===== src/rtl/tcw_pkg.sv =====
// Shared types, character codes and helpers of the text console writer.
`default_nettype none

package tcw_pkg;

  // Field widths that the interface fixes.
  localparam int unsigned CH_W     = 8;
  localparam int unsigned POS_W    = 11;
  localparam int unsigned PROMPT_W = 7;
  localparam int unsigned CNT_W    = 16;
  localparam int unsigned APB_DW   = 32;
  localparam int unsigned APB_AW   = 3;

  // Operation codes of a request.
  localparam logic FUNC_PUT  = 1'b0;
  localparam logic FUNC_READ = 1'b1;

  // Character codes with a meaning of their own.
  localparam logic [CH_W-1:0] CH_NEWLINE   = 8'h0A;
  localparam logic [CH_W-1:0] CH_BACKSPACE = 8'h08;
  localparam logic [CH_W-1:0] CH_BLANK     = 8'h20;

  // Configuration register indexes and reset values.
  localparam logic                REG_PROMPT   = 1'b0;
  localparam logic [PROMPT_W-1:0] PROMPT_RESET = 7'd14;

  // One request on the input channel.
  typedef struct packed {
    logic             func;
    logic [CH_W-1:0]  ch;
    logic [POS_W-1:0] cell_index;
  } tcw_req_t;

  // One result on the output channel.
  typedef struct packed {
    logic [POS_W-1:0] cursor_position;
    logic [CH_W-1:0]  cell_char;
    logic             scrolled;
  } tcw_rsp_t;

  // Status that the cursor unit hands to the sequencer.
  typedef struct packed {
    logic             cell_we;
    logic [CH_W-1:0]  cell_data;
    logic             scroll;
    logic [POS_W-1:0] position;
  } tcw_cur_sts_t;

  // Clamp a widened sum back into the signed 16-bit range.
  function automatic logic signed [CNT_W-1:0] sat16(input logic signed [CNT_W+1:0] v);
    logic signed [CNT_W-1:0] r;
    if (v > 18'sd32767) begin
      r = 16'sh7FFF;
    end else if (v < -18'sd32768) begin
      r = 16'sh8000;
    end else begin
      r = v[CNT_W-1:0];
    end
    return r;
  endfunction

endpackage

`default_nettype wire


===== src/rtl/tcw_apb.sv =====
// APB configuration register file of the text console writer.
`default_nettype none

module tcw_apb import tcw_pkg::*; (
  input  wire logic                clk_i,
  input  wire logic                rst_ni,
  input  wire logic                psel,
  input  wire logic                penable,
  input  wire logic                pwrite,
  input  wire logic [APB_AW-1:0]   paddr,
  input  wire logic [APB_DW-1:0]   pwdata,
  output logic      [APB_DW-1:0]   prdata,
  output logic                     pready,
  output logic      [PROMPT_W-1:0] prompt_o
);

  logic                reg_idx;
  logic                wr_en;
  logic [PROMPT_W-1:0] prompt_q;

  // Registers are word aligned; the byte offset is ignored.
  assign reg_idx = paddr[2];
  assign pready  = 1'b1;
  assign wr_en   = psel && penable && pwrite && pready;

  // Prompt length register.
  always_ff @(posedge clk_i or negedge rst_ni) begin
    if (!rst_ni) begin
      prompt_q <= PROMPT_RESET;
    end else if (wr_en && (reg_idx == REG_PROMPT)) begin
      prompt_q <= pwdata[PROMPT_W-1:0];
    end
  end

  // Read decoder.
  always_comb begin
    unique case (reg_idx)
      REG_PROMPT: prdata = APB_DW'(prompt_q);
      default:    prdata = '0;
    endcase
  end

  assign prompt_o = prompt_q;

endmodule

`default_nettype wire


===== config.mk =====
export PLATFORM = sky130hd
export DESIGN_NAME = tcw_apb
export DESIGN_NICKNAME = d
export VERILOG_FILES = /design/src/rtl/tcw_pkg.sv /design/src/rtl/tcw_apb.sv
export SDC_FILE = /design/constraint.sdc
export NUM_CORES = 1
export LEC_CHECK = 0
export BUFFER_PORTS_ARGS = -buffer_cell sky130_fd_sc_hd__clkbuf_2
export CORE_MARGIN = 2
export CORE_UTILIZATION = 29
export DETAILED_ROUTE_END_ITERATION = 12
export GPL_ROUTABILITY_DRIVEN = 0
export MAX_ROUTING_LAYER = met4
export PLACE_DENSITY = 0.79
export SLEW_MARGIN = 20
export SYNTH_ARGS = -nofsm -noshare
export SYNTH_HDL_FRONTEND = slang
export SYNTH_SLANG_ARGS = --single-unit
export TNS_END_PERCENT = 30

===== constraint.sdc =====
create_clock -name clk_i -period 1.05 [get_ports clk_i]
set_clock_uncertainty 0.15 [all_clocks]
set_input_delay 0.21 -clock clk_i [delete_from_list [all_inputs] [get_ports clk_i]]
set_output_delay 0.21 -clock clk_i [all_outputs]
set_load 0.01 [all_outputs]

==> impl_metrics.py, run 1 <==
metrics = {
    "critical_path": {
        "cp_top_family": "flip-flops",
        "cp_max_fo": 2,
        "crit_type": "flip-flop to output port",
        "crit_chain": "and2b_2, buf_6",
        "crit_buf_inv": 1,
        "slowest_stage": "dfstp_2",
        "critPathMaxStageDelay_ns": 0.52,
        "end_kind": "output port",
        "arrival_ns": 1.00,
        "rrSetupSlack_ns": 0.08,
        "critPathLaunchType": "flip-flop",
        "worst_ep_required_time_ns": 0.69,
    },
    "cells_and_area": {
        "drive_gt1_share_pct": 61.9,
        "design_area_um2": 713,
        "largest_reg_flops": 7,
        "instances_no_fill": 109,
        "syn_to_final_growth_pct": 30.7,
        "fin_util_pct": 40.9,
        "final_cell_mix": "conb_1 (26), clkbuf_2 (20), and2b_2 (7), mux2_2 (7), buf_6 (6)",
        "final_common_cell": "conb_1",
        "antenna_cells": 0,
        "fin_nets": 125,
    },
    "placement": {
        "port_buffers": 26,
        "placed_area_um2": 639,
        "place_inst": 104,
        "place_hpwl_um": 784,
        "dp_slack_ns": -0.129,
    },
    "global_routing": {
        "track_usage_pct": 7.80,
        "antenna_found_initial": 0,
        "globalRouteOverflowTotal": 0,
        "grt_start_max_net_pins": 8,
        "grt_pass1_vias": 286,
        "grt_pass1_wl_um": 1110,
    },
    "synth": {
        "synth_cell_type_count": 7,
        "syn_area_per_cell_um2": 10.9,
        "ys_seq_area_share_pct": 32.8,
        "ys_ff_latch": 7,
        "syn_inst": 50,
        "syn_area_um2": 546,
        "synth-warning-count": 0,
    },
    "clock_network": {
        "htree_levels": 1,
        "clk_latency_ns": 0.24,
        "clockBufferDepth": 2,
        "cts_setup_buffers": 0,
        "clk_pin_slew_ns": 0.05,
        "cts_tree": "done",
        "cts_sinks": 7,
        "cts-root-buf": "clkbuf_4",
        "cts_buffers": 3,
    },
    "flow_run": {
        "cap_violations": 0,
    },
    "worst_hold_path": {
        "hold_class": "input port to flip-flop",
    },
    "timing": {
        "rsz0062_at_grt": "true",
        "fin_ws_ns": -0.306,
        "slew_viol_final": 0,
        "fin_tns_setup_ns": -2.94,
        "post-route-min-period_ns": 1.36,
        "finalCritPeriodShare_pct": 129,
        "setup_viol": 14,
        "max_freq_ghz": 0.737,
        "hold_viol": 0,
    },
    "die": {
        "die_h_um": 47.4,
        "start_util_pct": 31.3,
        "die-area_um2": 2240,
        "coreArea_um2": 1750,
        "rows": 15,
        "ios": 80,
        "die_w_um": 47.4,
    },
    "drt": {
        "drt-pass1-iter-count": 1,
        "drt_wl_total_um": 945,
        "ant_nets": 0,
        "drc": 0,
        "viasPerCell": 3.41,
        "drtIter0Drc": 0,
        "num_vias": 372,
        "wl_per_cell_um": 8.67,
    },
    "power": {
        "vdd_drop_max_v": 0.000514,
        "p_leak_nw": 0.411,
        "powerDensity_nw_per_um2": 1460,
    },
    "run_status": {
        "violations": "negative setup slack",
        "status": "complete, but fails checks",
    },
}
stage by stage:
stage | power [mW] | hold WS, ns
after floorplan | 0.644 | -0.236
after global placement | 0.744 | -0.0949
after detailed placement | 0.756 | -0.0927
after CTS | 0.999 | 0.0460
after global routing | 1.12 | 0.0510
final | 1.04 | 0.0514
logic make-up (layout without fill, tap and decap cells):
logic type             Yosys count  in the layout  synth area share (%)
buffers and inverters           26             36                  35.8
flip-flops                       7              7                  32.8
other                            2             26                  1.38
multiplexers                     7              7                  14.5
AND/OR/NAND/NOR                  8              8                  15.6
timing repair:
action / CTS / global route
gates resized for setup: 0 / 12
hold buffers: 1 / 0
endpoints found under the setup margin: 14 / 14
hold endpoints to repair: 7 / 0
gates cloned: 0 / 0
cell usage after synthesis:
master	number	area, um^2
nand4b_4	1	23.8
conb_1	2	7.51
and2b_2	7	61.3
buf_4	26	195
dfstp_2	3	78.8
dfrtp_1	4	100
mux2_2	7	78.8
path summary, 6_finish.rpt:
path | start | end | cells after the start
max | prompt_o[3] | prdata[3] | 2
min | pwdata[3] | prompt_o[3] | 2
max reg2reg | prompt_o[2] | prompt_o[2] | 2
min reg2reg | prompt_o[0] | prompt_o[0] | 1
max in group asynchronous | rst_ni | prompt_o[2] | 2
min in group asynchronous | rst_ni | prompt_o[5] | 2
layer usage:
metal,track usage (%),share of wire (%),vias to the layer above
li1,-,-,173
met5,-,0,-
met2,14.9,59,26
met3,3.46,11,0
met1,6.22,29,173
met4,3.33,0,0
report_power, final:
part	internal, mW	total (mW)	leakage, nW	switching (mW)
Clock	0.144	0.230	0.0150	0.0857
Combinational	0.236	0.433	0.316	0.197
Sequential	0.348	0.381	0.0795	0.0331
Total	0.729	1.04	0.411	0.316
cell type report:
| type | count | area (um^2) |
|---|---|---|
| repair buffers | 32 | 215 |
| flip-flops and latches | 7 | 179 |
| fillers | 183 | 1030 |
| clock buffers | 4 | 26.3 |
| multi-input cells | 41 | 262 |
| well taps | 25 | 31.3 |
No activity file was read; power rests on OpenSTA's default activity.
==> inputs of run 2 (changes only) <==
- CORE_ASPECT_RATIO: default -> 0.7
==> impl_metrics.py, run 2 (synthesis gave the netlist of run 1 again) <==
metrics = {
    "drt": {
        "drtIter0Drc": 3,
        "num_vias": 366,
        "drt_wl_total_um": 941,
        "viasPerCell": 3.52,
        "drt-pass1-iter-count": 2,
        "wl_per_cell_um": 9.05,
        "ant_nets": 0,
        "drc": 0,
    },
    "timing": {
        "max_freq_ghz": 0.728,
        "fin_tns_setup_ns": -2.97,
        "holdWs_ns": 0.0463,
        "finalCritPeriodShare_pct": 131,
        "post-route-min-period_ns": 1.37,
        "setup_viol": 14,
        "fin_ws_ns": -0.324,
        "slew_viol_final": 0,
        "rsz0062_at_grt": "true",
        "hold_viol": 0,
    },
    "power": {
        "p_total_mw": 1.02,
        "powerDensity_nw_per_um2": 1490,
        "vdd_drop_max_v": 0.000432,
        "p_leak_nw": 0.399,
    },
    "cells_and_area": {
        "antenna_cells": 0,
        "drive_gt1_share_pct": 61.0,
        "final-seq-area_um2": 179,
        "final_common_cell": "conb_1",
        "syn_to_final_growth_pct": 26.1,
        "largest_reg_flops": 7,
        "fin_nets": 123,
        "nFillCells": 191,
        "multi_input_area_um2": 262,
        "final_cell_mix": "conb_1 (26), clkbuf_2 (20), and2b_2 (7), mux2_2 (7), buf_6 (5)",
    },
    "die": {
        "start_util_pct": 29.9,
        "die_w_um": 55.8,
        "die_h_um": 40.3,
        "rows": 13,
        "coreArea_um2": 1820,
        "ios": 80,
        "die-area_um2": 2250,
    },
    "clock_network": {
        "htree_levels": 1,
        "cts-root-buf": "clkbuf_4",
        "cts_buffers": 3,
        "clk_latency_ns": 0.24,
        "clockBufferDepth": 2,
        "cts_tree": "done",
        "cts_sinks": 7,
        "clk_pin_slew_ns": 0.05,
    },
    "global_routing": {
        "track_usage_pct": 8.32,
        "grt_pass1_vias": 308,
        "globalRouteOverflowTotal": 0,
        "grt_pass1_wl_um": 1300,
        "antenna_found_initial": 0,
        "grt_start_max_net_pins": 8,
    },
    "run_status": {
        "violations": "negative setup slack",
        "status": "complete, but fails checks",
    },
    "critical_path": {
        "crit_path_end": "prdata[2]",
        "arrival_ns": 1.01,
        "rrSetupSlack_ns": 0.08,
        "end_kind": "output port",
        "cp_max_fo": 2,
        "reg2reg_to": "prompt_o[2]",
        "worst_ep_required_time_ns": 0.69,
        "critPathLaunchType": "flip-flop",
        "crit_type": "flip-flop to output port",
        "reg2regPathDepth": 2,
        "cp-startpoint": "prompt_o[2]",
        "r2r-start": "prompt_o[2]",
    },
    "worst_hold_path": {
        "min_from": "pwdata[3]",
        "hold_class": "input port to flip-flop",
    },
    "placement": {
        "place_hpwl_um": 755,
        "port_buffers": 26,
    },
    "flow_run": {
        "cap_violations": 0,
    },
}
## run 2: cell types whose count changed in the layout (fill, tap and decap cells not counted), sizes merged
cell | before | now
buf | 11 | 9
## run 2: timing repair
| action | CTS | global route |
|---|---|---|
| hold buffers | 1 | 0 |
| buffers inserted | 2 | 0 |
| endpoints found under the hold margin | 7 | 0 |
| endpoints found under the setup margin | 14 | 14 |
| pin swaps | 0 | 0 |
| gates resized for setup | 0 | 11 |
## run 2: cell type report
class / instances / area share, %
multi-input combinational: 41 / 38.0
clock buffer: 4 / 3.82
timing repair buffer: 30 / 28.2
tap: 22 / 4.00
sequential: 7 / 26.0
## run 2: worst min-delay path by stage
stage | end | depth (start not counted)
final | prompt_o[3] | 2
after global routing | prompt_o[5] | 2
after CTS | prompt_o[3] | 2
after detailed placement | prompt_o[0] | 1
after global placement | prompt_o[0] | 1
after floorplan | prompt_o[0] | 0
## run 2: worst max-delay path: stages (launching register included)
cell and delay (ns):
dfstp_2 0.52, and2b_2 0.15, buf_6 0.10
## run 2: per-layer routing
| metal | vias up | part of all wire, % | wire [um] | GRT usage, % |
|---|---|---|---|---|
| met2 | 24 | 59 | 551 | 16.1 |
| met1 | 170 | 32 | 298 | 7.31 |
| li1 | 170 | - | - | - |
| met5 | - | 0 | 0 | - |
| met4 | 0 | 1.3 | 12 | 7.14 |
| met3 | 2 | 8.3 | 78 | 2.26 |
## run 2: metrics by stage
| stage | std cells | area, um^2 | utilization (%) | setup slack [ns] |
|---|---|---|---|---|
| CTS | 104 | 657 | 36.1 | -0.346 |
| detailed placement | 97 | 606 | 33.2 | -0.115 |
| global placement | 97 | 606 | 33.2 | -0.115 |
| finish | 104 | 688 | 37.8 | -0.324 |
| global route | 104 | 688 | 37.8 | -0.358 |
| floorplan | 74 | 636 | - | -0.0118 |
## run 2: where the power goes
group,internal [mW],switching (mW)
Clock,0.145,0.0968
Sequential,0.348,0.0341
Combinational,0.214,0.185
