### src/rtl/tcw_pkg.sv
// Shared types, character codes and helpers of the text console writer.
`default_nettype none

package tcw_pkg;

  // Field widths that the interface fixes.
  localparam int unsigned CH_W     = 8;
  localparam int unsigned POS_W    = 11;
  localparam int unsigned PROMPT_W = 7;
  localparam int unsigned CNT_W    = 16;
  localparam int unsigned APB_DW   = 32;
  localparam int unsigned APB_AW   = 3;

  // Operation codes of a request.
  localparam logic FUNC_PUT  = 1'b0;
  localparam logic FUNC_READ = 1'b1;

  // Character codes with a meaning of their own.
  localparam logic [CH_W-1:0] CH_NEWLINE   = 8'h0A;
  localparam logic [CH_W-1:0] CH_BACKSPACE = 8'h08;
  localparam logic [CH_W-1:0] CH_BLANK     = 8'h20;

  // Configuration register indexes and reset values.
  localparam logic                REG_PROMPT   = 1'b0;
  localparam logic [PROMPT_W-1:0] PROMPT_RESET = 7'd14;

  // One request on the input channel.
  typedef struct packed {
    logic             func;
    logic [CH_W-1:0]  ch;
    logic [POS_W-1:0] cell_index;
  } tcw_req_t;

  // One result on the output channel.
  typedef struct packed {
    logic [POS_W-1:0] cursor_position;
    logic [CH_W-1:0]  cell_char;
    logic             scrolled;
  } tcw_rsp_t;

  // Status that the cursor unit hands to the sequencer.
  typedef struct packed {
    logic             cell_we;
    logic [CH_W-1:0]  cell_data;
    logic             scroll;
    logic [POS_W-1:0] position;
  } tcw_cur_sts_t;

  // Clamp a widened sum back into the signed 16-bit range.
  function automatic logic signed [CNT_W-1:0] sat16(input logic signed [CNT_W+1:0] v);
    logic signed [CNT_W-1:0] r;
    if (v > 18'sd32767) begin
      r = 16'sh7FFF;
    end else if (v < -18'sd32768) begin
      r = 16'sh8000;
    end else begin
      r = v[CNT_W-1:0];
    end
    return r;
  endfunction

endpackage

`default_nettype wire

### src/rtl/tcw_cursor.sv
// Cursor, protected-line mark and wrap counter, with the per-character update.
`default_nettype none

module tcw_cursor import tcw_pkg::*; #(
  parameter int unsigned COLUMNS = 80,
  parameter int unsigned ROWS    = 25,
  localparam int unsigned ADDR_W = $clog2(COLUMNS * ROWS)
) (
  input  wire logic                clk_i,
  input  wire logic                rst_ni,
  input  wire logic                apply_i,
  input  wire logic [CH_W-1:0]     ch_i,
  input  wire logic [PROMPT_W-1:0] prompt_i,
  output logic      [ADDR_W-1:0]   wr_addr_o,
  output tcw_cur_sts_t             sts_o
);

  localparam int unsigned COL_W = $clog2(COLUMNS);
  localparam int unsigned ROW_W = $clog2(ROWS);

  logic [COL_W-1:0]        col_q, col_d, col_sel;
  logic [ROW_W-1:0]        row_q, row_d, row_sel;
  logic signed [CNT_W-1:0] prot_q, prot_d, prot_mid;
  logic signed [CNT_W-1:0] wrap_q, wrap_d;
  logic signed [CNT_W:0]   row_s, prot_s;
  logic                    is_nl, is_bs, may_erase, advance, scroll;
  logic                    cell_we;
  logic [CH_W-1:0]         cell_data;
  logic [ADDR_W-1:0]       pos_addr;

  assign is_nl = (ch_i == CH_NEWLINE);
  assign is_bs = (ch_i == CH_BACKSPACE);

  // Backspace may erase only below the protected line or past the prompt on it.
  assign row_s     = $signed({1'b0, CNT_W'(row_q)});
  assign prot_s    = {prot_q[CNT_W-1], prot_q};
  assign may_erase = (row_s > prot_s) ||
                     ((row_s == prot_s) && ((COL_W+1)'(col_q) > (COL_W+1)'(prompt_i)));

  // Next cursor and counter values for the pending character.
  always_comb begin
    col_d     = col_q;
    row_d     = row_q;
    prot_mid  = prot_q;
    prot_d    = prot_q;
    wrap_d    = wrap_q;
    advance   = 1'b0;
    cell_we   = 1'b0;
    cell_data = CH_BLANK;
    if (is_nl) begin
      col_d   = '0;
      advance = 1'b1;
      if (wrap_q > 16'sd0) begin
        prot_mid = sat16(18'(prot_q) + 18'(wrap_q) + 18'sd1);
        wrap_d   = '0;
      end else begin
        prot_mid = sat16(18'(prot_q) + 18'sd1);
      end
    end else if (is_bs) begin
      if (may_erase) begin
        cell_we = 1'b1;
        if (col_q != '0) begin
          col_d = col_q - COL_W'(1);
        end else if (row_q != '0) begin
          row_d  = row_q - ROW_W'(1);
          col_d  = COL_W'(COLUMNS - 1);
          wrap_d = sat16(18'(wrap_q) - 18'sd1);
        end
      end
    end else begin
      cell_we   = 1'b1;
      cell_data = ch_i;
      if (col_q == COL_W'(COLUMNS - 1)) begin
        col_d   = '0;
        advance = 1'b1;
        wrap_d  = sat16(18'(wrap_q) + 18'sd1);
      end else begin
        col_d = col_q + COL_W'(1);
      end
    end

    // Stepping past the last row scrolls and lowers the protected mark.
    scroll = advance && (row_q == ROW_W'(ROWS - 1));
    if (scroll) begin
      prot_d = sat16(18'(prot_mid) - 18'sd1);
    end else begin
      prot_d = prot_mid;
      if (advance) begin
        row_d = row_q + ROW_W'(1);
      end
    end

    // A put writes at the old cursor, a backspace blanks at the new one.
    col_sel = is_bs ? col_d : col_q;
    row_sel = is_bs ? row_d : row_q;
  end

  // Cell address of the write and linear cursor position.
  assign wr_addr_o = ADDR_W'(row_sel) * ADDR_W'(COLUMNS) + ADDR_W'(col_sel);
  assign pos_addr  = ADDR_W'(row_q) * ADDR_W'(COLUMNS) + ADDR_W'(col_q);

  always_comb begin
    sts_o.cell_we   = cell_we;
    sts_o.cell_data = cell_data;
    sts_o.scroll    = scroll;
    sts_o.position  = POS_W'(pos_addr);
  end

  // State registers.
  always_ff @(posedge clk_i or negedge rst_ni) begin
    if (!rst_ni) begin
      col_q  <= '0;
      row_q  <= '0;
      prot_q <= '0;
      wrap_q <= '0;
    end else if (apply_i) begin
      col_q  <= col_d;
      row_q  <= row_d;
      prot_q <= prot_d;
      wrap_q <= wrap_d;
    end
  end

  a_row_range: assert property (@(posedge clk_i) disable iff (!rst_ni)
    32'(row_q) < ROWS) else $error("cursor row beyond the screen");

  a_col_range: assert property (@(posedge clk_i) disable iff (!rst_ni)
    32'(col_q) < COLUMNS) else $error("cursor column beyond the screen");

  a_scroll_keeps_row: assert property (@(posedge clk_i) disable iff (!rst_ni)
    (apply_i && scroll) |=> (row_q == ROW_W'(ROWS - 1)))
    else $error("scroll did not leave the cursor on the last row");

endmodule

`default_nettype wire

### config.mk
export PLATFORM = sky130hd
export DESIGN_NAME = tcw_cursor
export DESIGN_NICKNAME = d
export VERILOG_FILES = /design/src/rtl/tcw_pkg.sv /design/src/rtl/tcw_cursor.sv
export SDC_FILE = /design/constraint.sdc
export NUM_CORES = 1
export LEC_CHECK = 0
export BUFFER_PORTS_ARGS = -buffer_cell sky130_fd_sc_hd__clkbuf_2
export CAP_MARGIN = 20
export CORE_MARGIN = 2
export CORE_UTILIZATION = 30
export DETAILED_ROUTE_END_ITERATION = 6
export PLACE_DENSITY = 0.49
export SYNTH_ARGS = -nofsm -noshare
export SYNTH_HDL_FRONTEND = slang
export SYNTH_SLANG_ARGS = --single-unit
### constraint.sdc
create_clock -name clk_i -period 7.7 [get_ports clk_i]
set_input_delay 1.54 -clock clk_i [delete_from_list [all_inputs] [get_ports clk_i]]
set_output_delay 1.54 -clock clk_i [all_outputs]
set_load 0.01 [all_outputs]
==> results of run 1 <==
-- flip-flops by register name, summed over array words and instances, names as in the netlist --
signal	count
prot_q	16
col_q	7
wrap_q	16
row_q	5
-- power groups by stage --
stage	sequential [mW]	clock (mW)	combinational, mW
final	0.457	0.279	1.41
after global routing	0.473	0.293	1.57
after CTS	0.453	0.281	1.41
after detailed placement	0.459	0	1.40
after global placement	0.462	0	1.40
after floorplan	0.349	0	1.10
-- layout make-up --
class	count	area share, %
Timing Repair Buffer	65	4.57
Tap cell	324	5.11
Sequential cell	44	13.9
Clock buffer	6	1.75
Inverter	45	2.13
Multi-Input combinational cell	868	72.1
Clock inverter	2	0.489
-- cells by family after synthesis --
kind of cell / synth area share, %
buffers and inverters: 7.23
muxes: 0.989
DFF: 15.0
and+or+nand+nor: 27.8
xor gates and xnor gates: 5.97
AOI/OAI and AO/OA: 31.6
adders and majority gates: 11.4
-- synth_stat cells (6+ instances only) --
cell type / number
sky130_fd_sc_hd__a21oi_1: 82
sky130_fd_sc_hd__nand3b_1: 6
sky130_fd_sc_hd__and3_1: 16
sky130_fd_sc_hd__nand2_1: 106
sky130_fd_sc_hd__o211ai_1: 10
sky130_fd_sc_hd__o21ai_0: 73
sky130_fd_sc_hd__xor2_1: 19
sky130_fd_sc_hd__or3_1: 7
sky130_fd_sc_hd__xnor2_1: 31
sky130_fd_sc_hd__a31oi_1: 18
sky130_fd_sc_hd__o21a_1: 13
sky130_fd_sc_hd__ha_1: 59
sky130_fd_sc_hd__clkbuf_1: 50
sky130_fd_sc_hd__dfrtp_1: 44
sky130_fd_sc_hd__o21ai_1: 7
sky130_fd_sc_hd__inv_1: 44
sky130_fd_sc_hd__o22ai_1: 8
sky130_fd_sc_hd__nand4_1: 19
sky130_fd_sc_hd__nor2b_1: 6
sky130_fd_sc_hd__nor4_1: 16
sky130_fd_sc_hd__nand3_1: 38
sky130_fd_sc_hd__buf_2: 14
sky130_fd_sc_hd__nor3_1: 39
sky130_fd_sc_hd__a211oi_1: 8
sky130_fd_sc_hd__buf_4: 8
sky130_fd_sc_hd__a221oi_1: 8
sky130_fd_sc_hd__nand2b_1: 15
sky130_fd_sc_hd__and2_1: 13
sky130_fd_sc_hd__o221ai_1: 6
sky130_fd_sc_hd__o31a_1: 6
sky130_fd_sc_hd__o31ai_1: 9
sky130_fd_sc_hd__a21o_1: 25
sky130_fd_sc_hd__nor2_1: 88
-- routing by layer --
metal | routed length [um] | track usage (%)
met3 | 1320 | 1.91
met2 | 11300 | 30.4
met4 | 577 | 5.77
met1 | 11500 | 27.2
met5 | 0 | 0
-- metrics by stage --
step | hold slack, ps | setup WS [ps] | instances
after floorplan | 571 | 487 | 1036
after global placement | 658 | 219 | 1345
after detailed placement | 651 | 88.5 | 1345
after CTS | 670 | 66.7 | 1353
after global routing | 725 | 35.3 | 1354
final | 681 | 373 | 1354
-- worst max path at each step --
stage,slack (ps),cells past startpoint,end,from
3_5_place_dp,90,23,wr_addr_o[10],prompt_i[1]
5_1_grt,40,24,wr_addr_o[10],prompt_i[1]
6_report,370,24,wr_addr_o[10],prompt_i[1]
3_3_place_gp,220,23,wr_addr_o[10],prompt_i[1]
4_1_cts,70,23,wr_addr_o[10],prompt_i[1]
2_1_floorplan,490,21,wr_addr_o[10],prompt_i[1]
==> key figures, run 1 <==
Outcome
  • Status: complete, no violations

Route
  • Number of design-rule violations left by the first detailed-router iteration: 648
  • Mean number of vias per cell: 5.80
  • Initial DRT Pass Iterations: 5
  • # DRC: 0
  • Post-DR wirelength/cell: 18.2 um
  • Sum of routed wire length over all layers: 24,700 um
  • Total vias in the final route: 7,847
  • Post-DRT Antenna Nets: 0

Critical path
  • Setup CP Type: primary input to output pin
  • Largest stage delay, worst path: 400 ps
  • Nature of the critical path endpoint: output pin
  • Largest fanout on the critical path: 6
  • Cell-by-cell listing of the critical path: clkbuf_2 > inv_1 > ha_1 > nor2b_1 > o21a_1 > o21a_1 > o21a_1 > o21a_1 > o21a_1 > o22ai_2 > a21o_1 > nor2_1 > o21ai_1 > buf_4 > xnor2_1 > ha_1 > ha_1 > inv_1 > fa_1 > or2_2 > a211oi_1 > o21ai_0 > xor2_1 > clkbuf_2
  • Total buffers and inverters traversed by the critical path: 5
  • Slack of the worst reg-to-reg path: 1950 ps
  • Number of cells traversed by the worst register-to-register path: 14
  • Cell family contributing the most delay on the critical path: compound AO/OA/AOI/OAI gates
  • Crit Reg-Reg Endpoint: prot_q[3]
  • Worst endpoint required time: 6160 ps
  • CP Data Arrival Time: 5790 ps
  • Cell with the most instances on the worst path: sky130_fd_sc_hd__o21a_1
  • Worst setup SP type: primary input
  • RR Startpoint: prot_q[12]
  • Library cell contributing the largest single delay on the critical path: sky130_fd_sc_hd__fa_1

Clock tree
  • Clock tree from TritonCTS: yes
  • Setup Buffers After CTS: 0
  • TritonCTS buffer count: 5
  • Worst-Skew Late Latency: 310 ps
  • Worst-path clk slew: 80 ps
  • Clk root buf: sky130_fd_sc_hd__clkbuf_16
  • Clock net sink count: 44
  • Count of cells resized by post-cts repair: 0
  • Maximum number of buffers from clock root to sink: 2
  • Post-CTS Hold Buffers: 0
  • Clock H-tree levels: 2

Timing
  • Fin crit share: 95.2%
  • Final setup violation count: 0
  • Max Clk Rate: 0.136 GHz
  • RSZ-0062 raised after global routing: false
  • Slew at the pin closest to its max-slew limit: 783 ps
  • Number of max-slew violations in the final report: 0
  • Final critical delay including setup and external delays: 7330 ps
  • Fin Setup TNS: 0 ps
  • Number of hold violations in the final report: 0
  • Max transition margin: 46.4%
  • Clock skew after layout: 9.92 ps

Power
  • Clock network fraction of design power: 13.0%
  • Share of power burned in combinational logic: 65.7%
  • Internal: 1.03 mW
  • Power dissipated by switching net loads: 1.12 mW
  • Relative contribution of sequential cells to total power: 21.3%
  • Proportion of total power due to net switching: 51.9%
  • P per Cell Area: 271 mW/mm2
  • Leakage power: 3.31 nW
  • Post-layout total power: 2.15 mW
  • Maximum resistive drop on vdd: 157 uV

Cells and area
  • Most common cell after layout, fill and taps aside: sky130_fd_sc_hd__nand2_1
  • Fin area: 0.00793 mm2
  • Most used cells in the layout excluding fill and tap cells: sky130_fd_sc_hd__nand2_1, sky130_fd_sc_hd__nor2_1, sky130_fd_sc_hd__a21oi_1
  • Filler cell count in the final layout: 2,619
  • Multi-input gate area in the final layout: 0.00572 mm2
  • Synthesis-to-layout area growth: 8.12%
  • Share of layout cells above drive strength 1: 9.81%
  • Area occupied by registers: 0.00110 mm2
  • Layout Nets: 1,111
  • # diodes: 0
  • Util after Layout: 32.8%

Logic synthesis
  • Register bit count reported by yosys: 44
  • Cell type with the largest total area after synthesis: sky130_fd_sc_hd__dfrtp_1
  • Area contributors post-synth: sky130_fd_sc_hd__dfrtp_1, sky130_fd_sc_hd__ha_1, sky130_fd_sc_hd__a21oi_1, sky130_fd_sc_hd__nand2_1, sky130_fd_sc_hd__o21ai_0
  • Register area share after synthesis: 15.0%
  • Async SR Flop Fraction: 100%
  • Post-synth net total: 1,118
  • Syn Inst Count: 1,036
  • Number of synthesized flops with an enable pin: 0
  • Top FF cell, synth: sky130_fd_sc_hd__dfrtp_1
  • Area share of the largest cell type after synthesis: 15.0%
  • Mean instance size in the synthesized netlist: 7.08 um2
  • Synthesized area: 0.00734 mm2
  • Netlist cell types: 87
  • Count of warnings emitted by yosys: 0

Floorplan
  • Total die area: 0.0257 mm2
  • Die Wd: 160 um
  • Ports placed on the boundary: 50
  • Number of placement rows: 57
  • Effective utilization at floorplan: 30.3%
  • Die H: 160 um
  • Placeable Area: 0.0242 mm2

Global routing
  • Remaining global-route overflow: 0
  • Total Routing Usage GR: 19.1%
  • Pin count of the biggest net entering global routing: 47
  • Number of global-route vias before repair: 7,342
  • Antenna violations before repair: 0
  • Global-route wire length before repair: 40,000 um

Placement
  • Count of input and output buffers: 49
  • Weighted congestion at the end of routability-driven global placement: 0.916
  • Placement Cell Area: 0.00774 mm2
  • Half-perimeter wire length after detailed placement: 18,700 um

Run
  • Max capacitance violation total: 0

Min path
  • WHS Endpoint: col_q[0]
  • Cell count of the worst hold path: 1
  • Startpoint of the tightest hold check path: col_q[0]
  • Type of the worst min-delay path: flop to flop
Note: power is estimated with default switching activity, not from simulation.
==> run 2: changes to the inputs <==
ABC_AREA = 1   (was not set)
CTS_CLUSTER_SIZE = 30   (was not set)
==> run 2 against run 1 <==
  * Clock power fell by 20%
  * Core utilization rose by 0.56 points
  * Power increased by 15%
  * Maximum frequency grew 2.4%
  * Cell area is 1.2% lower
  * Worst setup slack gained 170 ps
  * Synthesized cell count rose by 14%
  * Via count down 5.5%
  * Non-clock buffer count shrank 7
  * Critical path depth decreased by 3
  * Final cell count increased by 12%
  * Critical endpoint unchanged
==> key figures, run 2 <==
Logic synthesis
  • Register area share after synthesis: 15.3% (+0.31 points)
  • Top FF cell, synth: sky130_fd_sc_hd__dfrtp_1
  • Post-synth net total: 1,258 (+13%)
  • Area contributors post-synth: sky130_fd_sc_hd__nand2_1, sky130_fd_sc_hd__dfrtp_1, sky130_fd_sc_hd__ha_1, sky130_fd_sc_hd__inv_1, sky130_fd_sc_hd__nand3_1
  • Number of synthesized flops with an enable pin: 0 (unchanged)
  • Most used standard cell by instance count after synthesis: sky130_fd_sc_hd__nand2_1
  • Async SR Flop Fraction: 100% (unchanged)
  • Register bit count reported by yosys: 44 (unchanged)
  • Synth top cells by count: sky130_fd_sc_hd__nand2_1, sky130_fd_sc_hd__inv_1, sky130_fd_sc_hd__nand3_1
  • Mean instance size in the synthesized netlist: 6.11 um2 (-14%)
  • Cell type with the largest total area after synthesis: sky130_fd_sc_hd__nand2_1
  • Area share of the largest cell type after synthesis: 15.9% (+0.87 points)
  • Synthesized area: 0.00719 mm2 (-2.0%)
  • Count of warnings emitted by yosys: 0 (unchanged)
  • Syn Inst Count: 1,176 (+14%)
  • Netlist cell types: 54 (-38%)

Global routing
  • GR Util met2: 27.6% (-2.8 points)
  • GR met3 Demand/Resource: 2.25% (+0.34 points)
  • Antenna violations before repair: 0 (unchanged)
  • Remaining global-route overflow: 0 (unchanged)
  • Most used routing layer: met2
  • Total Routing Usage GR: 17.6% (-1.4 points)
  • Global-route wire length before repair: 36,400 um (-9.1%)
  • Pin count of the biggest net entering global routing: 45 (-4.3%)
  • Number of global-route vias before repair: 7,058 (-3.9%)
  • Global routing usage on met1: 26.1% (-1.2 points)

Placement
  • Placement Cell Area: 0.00769 mm2 (-0.66%)
  • Half-perimeter wire length after detailed placement: 18,000 um (-3.8%)
  • Dpl cells: 1,512 (+12%)
  • Worst slack at placement: 623 ps (+534 ps)
  • Weighted congestion at the end of routability-driven global placement: 0.856 (-6.5%)
  • Count of input and output buffers: 49 (unchanged)

Run
  • Max capacitance violation total: 0 (unchanged)

Critical path
  • Library cell contributing the largest single delay on the critical path: sky130_fd_sc_hd__nor2_1
  • Cell with the most instances on the worst path: sky130_fd_sc_hd__o21ai_0
  • Largest fanout on the critical path: 10 (+4)
  • Cell family contributing the most delay on the critical path: adder cells
  • CP Data Arrival Time: 5610 ps (-180 ps)
  • Number of cells traversed by the worst register-to-register path: 33 (+19)
  • Nature of the critical path endpoint: output pin
  • Setup CP Type: primary input to output pin
  • Worst setup SP type: primary input
  • Total buffers and inverters traversed by the critical path: 4 (-1)
  • Largest stage delay, worst path: 480 ps (+80 ps)
  • Levels on crit path: 21 (-13%)
  • Cell-by-cell listing of the critical path: clkbuf_2 > inv_1 > ha_1 > nand2_1 > o21ai_0 > a21oi_1 > o21ai_0 > nand2_1 > nor2_1 > nand2_1 > o211ai_1 > o21ai_0 > o21ai_0 > ha_1 > ha_1 > inv_1 > fa_1 > nor3_1 > xor2_1 > xor2_1 > clkbuf_2
  • Worst endpoint required time: 6160 ps (about the same)

Floorplan
  • Number of placement rows: 56 (-1.8%)
  • Total die area: 0.0252 mm2 (-2.0%)
  • Effective utilization at floorplan: 30.6% (+0.28 points)
  • Ports placed on the boundary: 50 (unchanged)
  • Placeable Area: 0.0235 mm2 (-2.9%)
  • Die H: 159 um (-0.99%)
  • Die Wd: 159 um (-0.99%)

Route
  • Post-DR wirelength/cell: 14.6 um (-20%)
  • Post-DRT Antenna Nets: 0 (unchanged)
  • Mean number of vias per cell: 4.88 (-16%)
  • Initial DRT Pass Iterations: 7 (+2)
  • Total vias in the final route: 7,414 (-5.5%)
  • Number of design-rule violations left by the first detailed-router iteration: 468 (-28%)
  • # DRC: 0 (unchanged)
  • Sum of routed wire length over all layers: 22,100 um (-10%)

Min path
  • Cell count of the worst hold path: 2 (+1)
  • Type of the worst min-delay path: flop to flop

Power
  • Maximum resistive drop on vdd: 170 uV (+8.3%)
  • Post-layout total power: 2.47 mW (+15%)
  • Leakage power: 4.03 nW (+22%)
  • P per Cell Area: 316 mW/mm2 (+17%)

Clock tree
  • Clock net sink count: 44 (unchanged)
  • Worst-Skew Late Latency: 300 ps (about the same)
  • Worst-path clk slew: 60 ps (-20 ps)
  • Clk root buf: sky130_fd_sc_hd__clkbuf_16
  • Count of cells resized by post-cts repair: 0 (unchanged)
  • Setup Buffers After CTS: 0 (unchanged)
  • Post-CTS Hold Buffers: 0 (unchanged)
  • Clock tree from TritonCTS: yes
  • Maximum number of buffers from clock root to sink: 2 (unchanged)
  • TritonCTS buffer count: 5 (unchanged)
  • Clock H-tree levels: 2 (unchanged)

Timing
  • Final setup violation count: 0 (unchanged)
  • RSZ-0062 raised after global routing: false
  • Clock skew after layout: 10.2 ps (+0.259 ps)
  • Final critical delay including setup and external delays: 7150 ps (-173 ps)
  • Fin crit share: 92.9% (-2.2 points)
  • Worst path setup slack after routing: 546 ps (+173 ps)
  • Max transition margin: 31.6% (-15 points)
  • Number of hold violations in the final report: 0 (unchanged)
  • Max Clk Rate: 0.140 GHz (+2.4%)
  • Slew at the pin closest to its max-slew limit: 1020 ps (+235 ps)
  • Fin Setup TNS: 0 ps (unchanged)
  • Number of max-slew violations in the final report: 0 (unchanged)
  • Worst hold slack across all endpoints: 661 ps (-19.6 ps)

Cells and area
  • Layout Nets: 1,282 (+15%)
  • Most common cell after layout, fill and taps aside: sky130_fd_sc_hd__nand2_1
  • Share of layout cells above drive strength 1: 11.7% (+1.9 points)
  • Area occupied by registers: 0.00110 mm2 (unchanged)
  • # diodes: 0 (unchanged)
  • Synthesis-to-layout area growth: 8.96%
  • Most used cells in the layout excluding fill and tap cells: sky130_fd_sc_hd__nand2_1, sky130_fd_sc_hd__inv_1, sky130_fd_sc_hd__nand3_1
  • Final Non-Filler Cells: 1,520 (+12%)
  • Largest registers: prot_q (16), wrap_q (16), col_q (7)
  • Fin area: 0.00783 mm2 (-1.2%)
  • Multi-input gate area in the final layout: 0.00524 mm2 (-8.4%)
  • Filler cell count in the final layout: 2,645 (+0.99%)
  • Util after Layout: 33.4% (+0.56 points)

Outcome
  • Status: complete, no violations
## run 2: final timing paths
| kind | startpoint | to | slack [ps] |
|---|---|---|---|
| hold / removal | prot_q[10] | prot_q[10] | 660 |
| max in group asynchronous | rst_ni | col_q[3] | 5920 |
| min in group asynchronous | rst_ni | wrap_q[4] | 1330 |
| setup / recovery | prompt_i[6] | wr_addr_o[10] | 550 |
| setup reg to reg | wrap_q[0] | prot_q[12] | 3400 |
| hold reg to reg | prot_q[10] | prot_q[10] | 660 |
## run 2: kinds of logic after synthesis
family                   share of synthesized area [%]
buffers and inverters                             11.9
flip-flops                                        15.3
AO/OA/AOI/OAI                                     15.3
XOR/XNOR                                          6.82
adder cells (fa/ha/maj)                           11.7
AND/OR/NAND/NOR                                   38.9
## run 2: report_power, final
part           internal (mW)  total, mW  switching (mW)
Clock                  0.130      0.222          0.0928
Combinational          0.669       1.77            1.10
Sequential             0.302      0.482           0.179
## run 2: worst reg2reg max path: cells and delay by family (launching register included)
family                     cells  cell delay (ps)
buffers and inverters          4              420
DFF                            1              400
adders and majority gates      3              860
and+or+nand+nor               26             2560
## run 2: per-layer routing
layer / up-vias / share of wire [%]
met4: 0 / 0.86
met2: 172 / 43
met5: - / 0
met1: 3344 / 52
li1: 3888 / -
met3: 10 / 3.7
## run 2: final cells by class
type / count / share of cell area (%)
Multi-Input combinational cell: 921 / 66.8
Inverter: 170 / 8.15
Clock buffer: 8 / 1.87
Timing Repair Buffer: 58 / 3.99
Sequential cell: 44 / 14.1
Tap cell: 319 / 5.10
==> run 3: changes to the inputs <==
REMOVE_ABC_BUFFERS = 1   (was not set)
==> run 3 against run 2 <==
  * Via count fell by 0.80%
  * Critical path type unchanged
  * Highest routed layer unchanged
  * Critical endpoint unchanged
  * Worst setup slack improved by 210 ps
  * Critical path depth did not move
  * Largest cell class unchanged
==> key figures, run 3 (synthesis results as in run 2) <==
Outcome
  • Status: complete, no violations

Power
  • Maximum resistive drop on vdd: 131 uV (-23%)
  • P per Cell Area: 313 mW/mm2 (-0.88%)
  • Leakage power: 4.03 nW (-0.15%)

Route
  • # DRC: 0 (unchanged)
  • Post-DRT Antenna Nets: 0 (unchanged)
  • Sum of routed wire length over all layers: 21,600 um (-2.2%)
  • Initial DRT Pass Iterations: 5 (-2)
  • Post-DR wirelength/cell: 14.2 um (-2.2%)
  • Total vias in the final route: 7,355 (-0.80%)
  • Number of design-rule violations left by the first detailed-router iteration: 486 (+3.8%)
  • Mean number of vias per cell: 4.84 (-0.73%)

Critical path
  • Nature of the critical path endpoint: output pin
  • CP Data Arrival Time: 5400 ps (-210 ps)
  • Library cell contributing the largest single delay on the critical path: sky130_fd_sc_hd__nor2_1
  • Cell-by-cell listing of the critical path: clkbuf_2 > inv_1 > ha_1 > nand2_1 > o21ai_0 > a21oi_1 > o21ai_0 > nand2_1 > nor2_1 > nand2_1 > o211ai_1 > o21ai_0 > o21ai_0 > ha_1 > ha_1 > inv_1 > fa_1 > nor3_1 > xor2_1 > xor2_1 > clkbuf_2
  • Worst endpoint required time: 6160 ps (about the same)
  • Largest stage delay, worst path: 460 ps (-20 ps)
  • Worst setup SP type: primary input
  • Setup CP Type: primary input to output pin
  • Cell with the most instances on the worst path: sky130_fd_sc_hd__o21ai_0
  • Largest fanout on the critical path: 10 (unchanged)

Clock tree
  • Worst-Skew Late Latency: 300 ps (about the same)
  • Count of cells resized by post-cts repair: 0 (unchanged)
  • TritonCTS buffer count: 5 (unchanged)
  • Maximum number of buffers from clock root to sink: 2 (unchanged)
  • Clock H-tree levels: 2 (unchanged)
  • Clock net sink count: 44 (unchanged)
  • Setup Buffers After CTS: 0 (unchanged)
  • Clock tree from TritonCTS: yes
  • Worst-path clk slew: 60 ps (about the same)
  • Post-CTS Hold Buffers: 0 (unchanged)
  • Clk root buf: sky130_fd_sc_hd__clkbuf_16

Cells and area
  • Layout Nets: 1,281 (-0.078%)
  • Multi-input gate area in the final layout: 0.00524 mm2 (unchanged)
  • Synthesis-to-layout area growth: 8.86% (about the same)
  • Share of layout cells above drive strength 1: 11.7% (-0.074 points)
  • # diodes: 0 (unchanged)
  • Largest registers: prot_q (16), wrap_q (16), col_q (7)
  • Util after Layout: 33.3% (about the same)
  • Filler cell count in the final layout: 2,631 (-0.53%)
  • Area occupied by registers: 0.00110 mm2 (unchanged)
  • Most common cell after layout, fill and taps aside: sky130_fd_sc_hd__nand2_1
  • Most used cells in the layout excluding fill and tap cells: sky130_fd_sc_hd__nand2_1, sky130_fd_sc_hd__inv_1, sky130_fd_sc_hd__nand3_1

Timing
  • RSZ-0062 raised after global routing: false
  • Number of hold violations in the final report: 0 (unchanged)
  • Final critical delay including setup and external delays: 6940 ps (-212 ps)
  • Max Clk Rate: 0.144 GHz (+3.1%)
  • Clock skew after layout: 10.3 ps (+0.154 ps)
  • Max transition margin: 31.9% (+0.37 points)
  • Final setup violation count: 0 (unchanged)
  • Number of max-slew violations in the final report: 0 (unchanged)
  • Fin crit share: 90.2% (-2.8 points)
  • Fin Setup TNS: 0 ps (unchanged)
  • Worst path setup slack after routing: 758 ps (+212 ps)
  • Slew at the pin closest to its max-slew limit: 1010 ps (-5.53 ps)

Floorplan
  • Total die area: 0.0252 mm2 (unchanged)
  • Placeable Area: 0.0235 mm2 (unchanged)
  • Effective utilization at floorplan: 30.6% (unchanged)
  • Ports placed on the boundary: 50 (unchanged)
  • Die H: 159 um (unchanged)
  • Die Wd: 159 um (unchanged)
  • Number of placement rows: 56 (unchanged)

Global routing
  • Number of global-route vias before repair: 6,893 (-2.3%)
  • Antenna violations before repair: 0 (unchanged)
  • Remaining global-route overflow: 0 (unchanged)
  • Pin count of the biggest net entering global routing: 45 (unchanged)
  • Total Routing Usage GR: 17.0% (-0.65 points)
  • Global-route wire length before repair: 35,200 um (-3.1%)

Run
  • Max capacitance violation total: 0 (unchanged)

Min path
  • Type of the worst min-delay path: flop to flop

Placement
  • Weighted congestion at the end of routability-driven global placement: 0.821 (-4.1%)
  • Count of input and output buffers: 49 (unchanged)
  • Worst slack at placement: 711 ps (+88.5 ps)
  • Half-perimeter wire length after detailed placement: 17,500 um (-2.3%)
-- run 3: cell count changes in the layout (fill, tap and decap cells not counted), sizes merged --
cell / before / now
buf: 9 / 8
-- run 3: metrics by stage --
| stage | instance area, um2 | std cells | power (mW) | hold WS, ps |
|---|---|---|---|---|
| detailed placement | 7680 | 1511 | 2.23 | 659 |
| floorplan | 6970 | 1135 | 1.74 | 530 |
| global placement | 7680 | 1511 | 2.24 | 648 |
| finish | 7830 | 1519 | 2.45 | 674 |
| CTS | 7830 | 1519 | 2.47 | 668 |
| global route | 7830 | 1519 | 2.73 | 699 |
-- run 3: layout make-up --
| type | instances | area share, % |
|---|---|---|
| timing repair buffer | 57 | 3.90 |
| clock buffer | 8 | 1.87 |
| inverter | 170 | 8.15 |
| sequential | 44 | 14.1 |
| multi-input combinational | 921 | 66.9 |
| tap | 319 | 5.10 |
-- run 3: routing by layer --
metal	wire length, um	GRT usage [%]	part of all wire [%]	up-vias
met2	9390	26.7	43	146
met3	796	1.88	3.7	15
met4	218	3.42	1.0	0
met1	11200	24.9	52	3313
met5	0	0	0	-
li1	-	-	-	3881
-- run 3: critical path, delay by kind of cell --
family / cells / cell delay, ps
and+or+nand+nor: 5 / 1010
xor gates and xnor gates: 2 / 340
AOI/OAI and AO/OA: 6 / 960
adders and majority gates: 4 / 1210
buffers and inverters: 4 / 330
-- run 3: power by group --
group,internal (mW),leakage (nW),switching (mW)
Clock,0.130,0.0712,0.0967
Sequential,0.302,0.547,0.184
Combinational,0.660,3.41,1.08
-- run 3: worst paths after layout --
kind	startpoint	endpoint	slack, ps	depth (start not counted)
min in group asynchronous	rst_ni	wrap_q[11]	1340	2
max reg2reg	prot_q[0]	prot_q[12]	3420	33
min reg2reg	prot_q[6]	prot_q[6]	670	2
min	prot_q[6]	prot_q[6]	670	2
max	prompt_i[6]	wr_addr_o[10]	760	21
max in group asynchronous	rst_ni	prot_q[6]	5930	2
